--- config.mk ---
export PLATFORM = sky130hd
export DESIGN_NAME = jsf_fifo
export DESIGN_NICKNAME = d
export VERILOG_FILES = /design/src/jsf_pkg.sv /design/src/jsf_fifo.sv
export SDC_FILE = /design/constraint.sdc
export NUM_CORES = 1
export LEC_CHECK = 0
export BUFFER_PORTS_ARGS = -buffer_cell sky130_fd_sc_hd__buf_4
export CAP_MARGIN = 10
export CORE_MARGIN = 2
export CORE_UTILIZATION = 37
export CTS_CLUSTER_DIAMETER = 150
export DETAILED_ROUTE_END_ITERATION = 7
export PLACE_DENSITY_LB_ADDON = 0.08
export SLEW_MARGIN = 15
export SYNTH_ARGS = -nofsm -noshare
export SYNTH_HDL_FRONTEND = slang
export SYNTH_SLANG_ARGS = --single-unit
--- constraint.sdc ---
create_clock -name clk -period 4.25 [get_ports clk]
set_input_delay 0.2125 -clock clk [delete_from_list [all_inputs] [get_ports clk]]
set_output_delay 0.2125 -clock clk [all_outputs]
set_load 0.005 [all_outputs]
--- src/jsf_pkg.sv ---
`timescale 1ns / 1ps
// ----------------------------------------------------------------------------
// jsf_pkg
// Types, constants and the round function of the JSF64 generator.
// ----------------------------------------------------------------------------
package jsf_pkg;

  localparam logic [63:0] SEED_A = 64'h0000_0000_f1ea_5eed;

  localparam int unsigned ROT_B = 7;
  localparam int unsigned ROT_C = 13;
  localparam int unsigned ROT_D = 37;

  localparam int unsigned QDEPTH = 4;
  localparam int unsigned QPTR_W = 2;
  localparam int unsigned QCNT_W = 3;

  localparam logic REQ_RESEED = 1'b0;
  localparam logic REQ_DRAW   = 1'b1;

  typedef struct packed {
    logic               req_type;
    logic signed [31:0] range_lo;
    logic signed [31:0] range_hi;
  } jsf_in_t;

  typedef struct packed {
    logic               was_reseed;
    logic        [63:0] raw_value;
    logic signed [31:0] scaled_value;
  } jsf_out_t;

  typedef struct packed {
    logic [63:0] a;
    logic [63:0] b;
    logic [63:0] c;
    logic [63:0] d;
  } jsf_words_t;

  typedef struct packed {
    logic               was_reseed;
    logic        [63:0] raw_value;
    logic signed [31:0] range_lo;
    logic signed [31:0] range_hi;
  } jsf_issue_t;

  typedef enum logic [0:0] {
    CORE_RUN,
    CORE_WARM
  } core_state_t;

  function automatic logic [63:0] rotl64(input logic [63:0] x, input int unsigned k);
    return (x << k) | (x >> (64 - k));
  endfunction

  function automatic jsf_words_t jsf_round(input jsf_words_t s);
    logic [63:0] e;
    jsf_words_t  n;
    e   = s.a - rotl64(s.b, ROT_B);
    n.a = s.b ^ rotl64(s.c, ROT_C);
    n.b = s.c + rotl64(s.d, ROT_D);
    n.c = s.d + e;
    n.d = e + n.a;
    return n;
  endfunction

endpackage

--- src/jsf_fifo.sv ---
`timescale 1ns / 1ps
// ----------------------------------------------------------------------------
// jsf_fifo
// Front end: takes request items and queues them for the generator core.
// ----------------------------------------------------------------------------
module jsf_fifo (
  input  logic             clk,
  input  logic             rst_n,
  input  logic             in_valid,
  output logic             in_ready,
  input  jsf_pkg::jsf_in_t in_data,
  output logic             q_valid,
  output jsf_pkg::jsf_in_t q_item,
  input  logic             q_pop
);

  jsf_pkg::jsf_in_t                   mem_r [jsf_pkg::QDEPTH];
  logic [jsf_pkg::QPTR_W-1:0]         wptr_r, wptr_nxt;
  logic [jsf_pkg::QPTR_W-1:0]         rptr_r, rptr_nxt;
  logic [jsf_pkg::QCNT_W-1:0]         cnt_r, cnt_nxt;
  logic                               wr;

  assign in_ready = (cnt_r != jsf_pkg::QCNT_W'(jsf_pkg::QDEPTH));
  assign wr       = in_valid & in_ready;
  assign q_valid  = (cnt_r != '0);
  assign q_item   = mem_r[rptr_r];

  always_comb begin
    wptr_nxt = wr ? wptr_r + jsf_pkg::QPTR_W'(1) : wptr_r;
    rptr_nxt = q_pop ? rptr_r + jsf_pkg::QPTR_W'(1) : rptr_r;
    cnt_nxt  = cnt_r + jsf_pkg::QCNT_W'(wr) - jsf_pkg::QCNT_W'(q_pop);
  end

  always_ff @(posedge clk) begin
    if (!rst_n) begin
      wptr_r <= '0;
      rptr_r <= '0;
      cnt_r  <= '0;
    end else begin
      wptr_r <= wptr_nxt;
      rptr_r <= rptr_nxt;
      cnt_r  <= cnt_nxt;
    end
  end

  always_ff @(posedge clk) begin
    if (wr) begin
      mem_r[wptr_r] <= in_data;
    end
  end

endmodule

# Word-level counts from Yosys, hierarchy flattened
# Memory sizes are Yosys's and may differ from the RTL's. A register that Yosys moved wholly into a read port is not among the register bits.
# Index checks and enable logic that the tools add are counted.
# totals
register_bits,7
mem_bits_rw,260
inputBits,69
out_inout_bits,67
wordCells,15
memories,1
# op_classes
n_addsub,4
n_eq_ne,1
mux,4
bitwise_logic,1
n_reduce_logical,1
# memory_table
memory,depth,word_bits,read_ports,rd_clocked_by_memory_dff,write_ports,line,rtl
mem_r,4,65,1,1,1,jsf_fifo.sv:17,jsf_pkg::jsf_in_t mem_r [jsf_pkg::QDEPTH];
# ops
op,count
"2-bit by 1-bit adder with 2-bit output, second input constant",2
2-bit two-way mux,2
3-bit by 1-bit adder with 3-bit output,1
"3-bit != test, second input constant",1
3-bit nonzero test,1
3-bit by 1-bit subtractor with 3-bit output,1
1-bit two-way mux,2
1-bit bitwise AND,1

# Longest topological paths before layout
# logic_depth
depth_word,4
depth_mapped,11
mapped_depth_nobuf,11

# Least setup slack after synthesis
# Ideal clock, no wire load.
# synth_path
path_kind,flip-flop to flip-flop
start,register cnt_r[1] (netlist name)
end,memory mem_r[0][0] (netlist name) (enable)
setup_time_ns,0.430
t_arrival_ns,2.419
required_ns,3.820
setup_slack_ns,1.401
stages_incl_launch_ff,4
n_path_buf,0
synth_period_minus_slack_ns,2.849
cell_sequence,dfxtp_1 -> nor2_1 -> a21boi_1 -> and2_1
# synth_via
elab_chain_cells,4
# synth_lines
item,line,rtl
start: declaration,jsf_fifo.sv:20,"logic [jsf_pkg::QCNT_W-1:0] cnt_r, cnt_nxt;"
start signal: assignment,jsf_fifo.sv:42,cnt_r <= cnt_nxt;
3-bit != test,jsf_fifo.sv:23,assign in_ready = (cnt_r != jsf_pkg::QCNT_W'(jsf_pkg::QDEPTH));
1-bit bitwise AND,jsf_fifo.sv:24,assign wr = in_valid & in_ready;
1-bit two-way mux,jsf_fifo.sv:47,if (wr) begin
1-bit two-way mux (implied by the code),jsf_fifo.sv:48,mem_r[wptr_r] <= in_data;
end: declaration,jsf_fifo.sv:17,
# Every way passes these cells.

==> results.md <==
* Tcrit/Tclk final at 62.9%
* PD cells at roughly 510 mW/mm^2
* CP Data Arrival Time at roughly 2.5 ns
* Die area at between 0.02 and 0.03 mm^2
* Total number of vias at around 4,600
* Minimum clock period at 2.68 ns
* Syn Nets at approximately 460
* CP cell instances: buf_12 > mux4_2 > buf_4
* Buffers on Ports at 135
* Synth cell types at 20
* Core outline area at 0.0261 mm^2
* First-pass DRT Iterations at 6
* Setup TNS Final at 0 ns
* Violated checks: design-rule violations
* IO Pins at 136
* Fill cells at 2,206
* Critical path fanouts, max at 37
* Post-Synthesis Cells at 386
* CTS Buffer Depth at 3
* Worst path max stage delay at between 0.7 and 0.8 ns
* Relative slew slack at 26.5%
* Final antenna-violating net count at 0
* Initial DRC Count at 216
* CTS sink cnt at 269
* RD Place Congestion at 0.666
* IR drop worst, VDD at 0.335 mV
* Share of flip-flops with an asynchronous set or reset at 0%
* Vias per cell at around 4.8
* Final WS setup at between 1.5 and 2 ns
* Die height at 167 um
* Ant. Diodes at 0
* Later-pin clock latency in the skew report at 0.53 ns
* CP delay by family, top: flip-flops
* Layout cells sized above 1 at a little under 40%
* Dpl hpwl at 9710 um
* Seq/Total Area, Yosys at 80.9%
* Max Cap Viol at 0
* Largest net degree at the start of global routing at 66
* Final wirelength at 18,200 um
* Std cell rows at 59
* Clock Tree Root: clkbuf_16
* Post-synth top flop: edfxtp_1
* Wire per inst at about 19 um
* Initial cell density of the core at 37.8%
* FMAX at 0.374 GHz
* Final Cell Area at 0.0127 mm^2
* #FFs+latches synth at 269
* Leak Pwr at about 0.0043 uW
* Post-route clock skew at 0.00734 ns
* RSZ-0062 raised after global routing: false
* Vias in the first global route at 5,027
* Count leader, synth: edfxtp_1
* Setup Viol. Count Final at 0
* Mean area per synthesized cell at roughly 26 um^2
* Status: complete, but fails checks
* Post_cts resized at 0
* First-pass GRT wire length at ~28,000 um
* Buf+Inv Stages, Crit Path at 2
* Remaining global-route overflow at 0
* Initial antenna violation count at 0
* Post-synthesis cell area at 0.00988 mm^2
* Top-area cell type share of the netlist area at 79.0%
* Area grow syn2layout at 28.8%
* HP Class: input pin to flip-flop
* Slowest cell on the critical path: dfxtp_4
* Dpl ws at 1.65 ns
* Slew Limit Fails at 0
* WS Path Type: flip-flop to output port
* EDFF count, synth at 260
* Crit path capture type: output port
* Top post-synthesis cells by area: edfxtp_1 79%, mux4_2 15%, dfxtp_1 1.8%, buf_12 1.0%, ha_1 0.76%
* H-tree level count at 1
* Final number of hold-violating endpoints at 0
* GRT Overall Usage at 13.1%
* CTS tree: built
* Critical Path RT at just over 4 ns
* TritonCTS buffer count at 29
* Die span in x at ~170 um
* Critical path launch point type: flip-flop
* Final layout net count at 680
* Warnings from Yosys at 0
* Worst-margin pin slew at 1.10 ns
* Post-synth top cells: 260 x edfxtp_1, 65 x mux4_2, 9 x and2_1, 9 x dfxtp_1
* Clock transition at path regs at 0.05 ns
* Cell area after placement at 0.0112 mm^2
* Synth area leader: edfxtp_1
* Remaining DRCs at 9
per-stage QoR:
stage          hold WS, ns  utilization (%)  total power (uW)  std cells
4_1_cts             0.0208             48.7              6570        961
3_5_place_dp         0.416             42.8              4240        842
2_1_floorplan        0.311                -              3790        386
5_1_grt             0.0429             48.7              6730        961
3_3_place_gp         0.411             42.8              4210        842
6_report            0.0419             48.7              6460        961
path summary, 6_finish.rpt:
| kind | endpoint | from | slack, ns | cells past startpoint |
|---|---|---|---|---|
| hold / removal | flip-flop | q_pop | 0.04 | 3 |
| setup reg to reg | cnt_r[2] | cnt_r[1] | 1.69 | 11 |
| setup / recovery | q_item[3] | flip-flop | 1.57 | 3 |
| hold reg to reg | wptr_r[0] | wptr_r[0] | 0.51 | 2 |
final cells by class:
type	count	area (um^2)	area share (%)
clock buffers	39	763	6.00
clock inverters	14	105	0.826
inverters	5	18.8	0.148
multi-input cells	97	1730	13.6
flip-flops and latches	269	8000	62.8
well taps	335	419	3.29
repair buffers	202	1690	13.3
where the power goes:
group          total, uW  switching [uW]  leakage [uW]  internal (uW)
Combinational        886             397       0.00143            488
Clock               2260             947      0.000416           1320
Sequential          3310            98.4       0.00246           3210
metal layers:
layer,part of all wire [%],vias to the layer above,global-route usage [%],wire (um)
met1,41,2361,16.3,7490
met3,5.2,32,2.86,953
met4,2.5,0,3.78,449
met5,0,-,0,0
met2,51,114,23.2,9340
li1,-,2068,-,-
timing repair:
| item | CTS | global route |
|---|---|---|
| hold buffers | 66 | 0 |
| setup buffers | 0 | 0 |
| endpoints found under the setup margin | 0 | 0 |
| endpoints found under the hold margin | 269 | 0 |
cells by family (layout without fill, tap and decap cells):
group                      Yosys count  after routing  share of synthesized area [%]
buffers and inverters               20            260                           1.77
AOI/OAI and AO/OA                    1              1                         0.0760
adders and majority gates            7              7                          0.963
xor gates and xnor gates             4              4                          0.355
muxes                               67             67                           15.0
DFF                                269            269                           80.9
and+or+nand+nor                     18             18                          0.963
registers in the layout, summed over array words and instances (netlist names), named ones only:
register	flops
rptr_r	2
cnt_r	3
wptr_r	2
mem_r	260
worst reg2reg max path, stage by stage, from the launching register on:
cell and delay (ns):
dfxtp_1 0.42, nor2_1 0.10, a21boi_1 0.52, inv_1 0.10
ha_1 0.28, inv_1 0.06, ha_1 0.13, inv_1 0.05
fa_1 0.37, xnor2_1 0.15, xnor2_1 0.13, and2_1 0.16
placed cells by master, fill, tap and decap left out, types with 2 or more instances in the layout:
cell type / count
clkbuf_1: 10
dfxtp_1: 7
clkinv_2: 3
clkinv_4: 2
dfxtp_4: 2
edfxtp_1: 260
and2_4: 4
and2_1: 5
buf_4: 135
clkinv_1: 5
clkinvlp_4: 2
mux4_2: 65
ha_1: 6
nand2_1: 6
mux2i_1: 2
dlygate4sd3_1: 66
inv_1: 5
clkbuf_16: 29
xnor2_1: 3
Power figures use the tool's default switching activity.
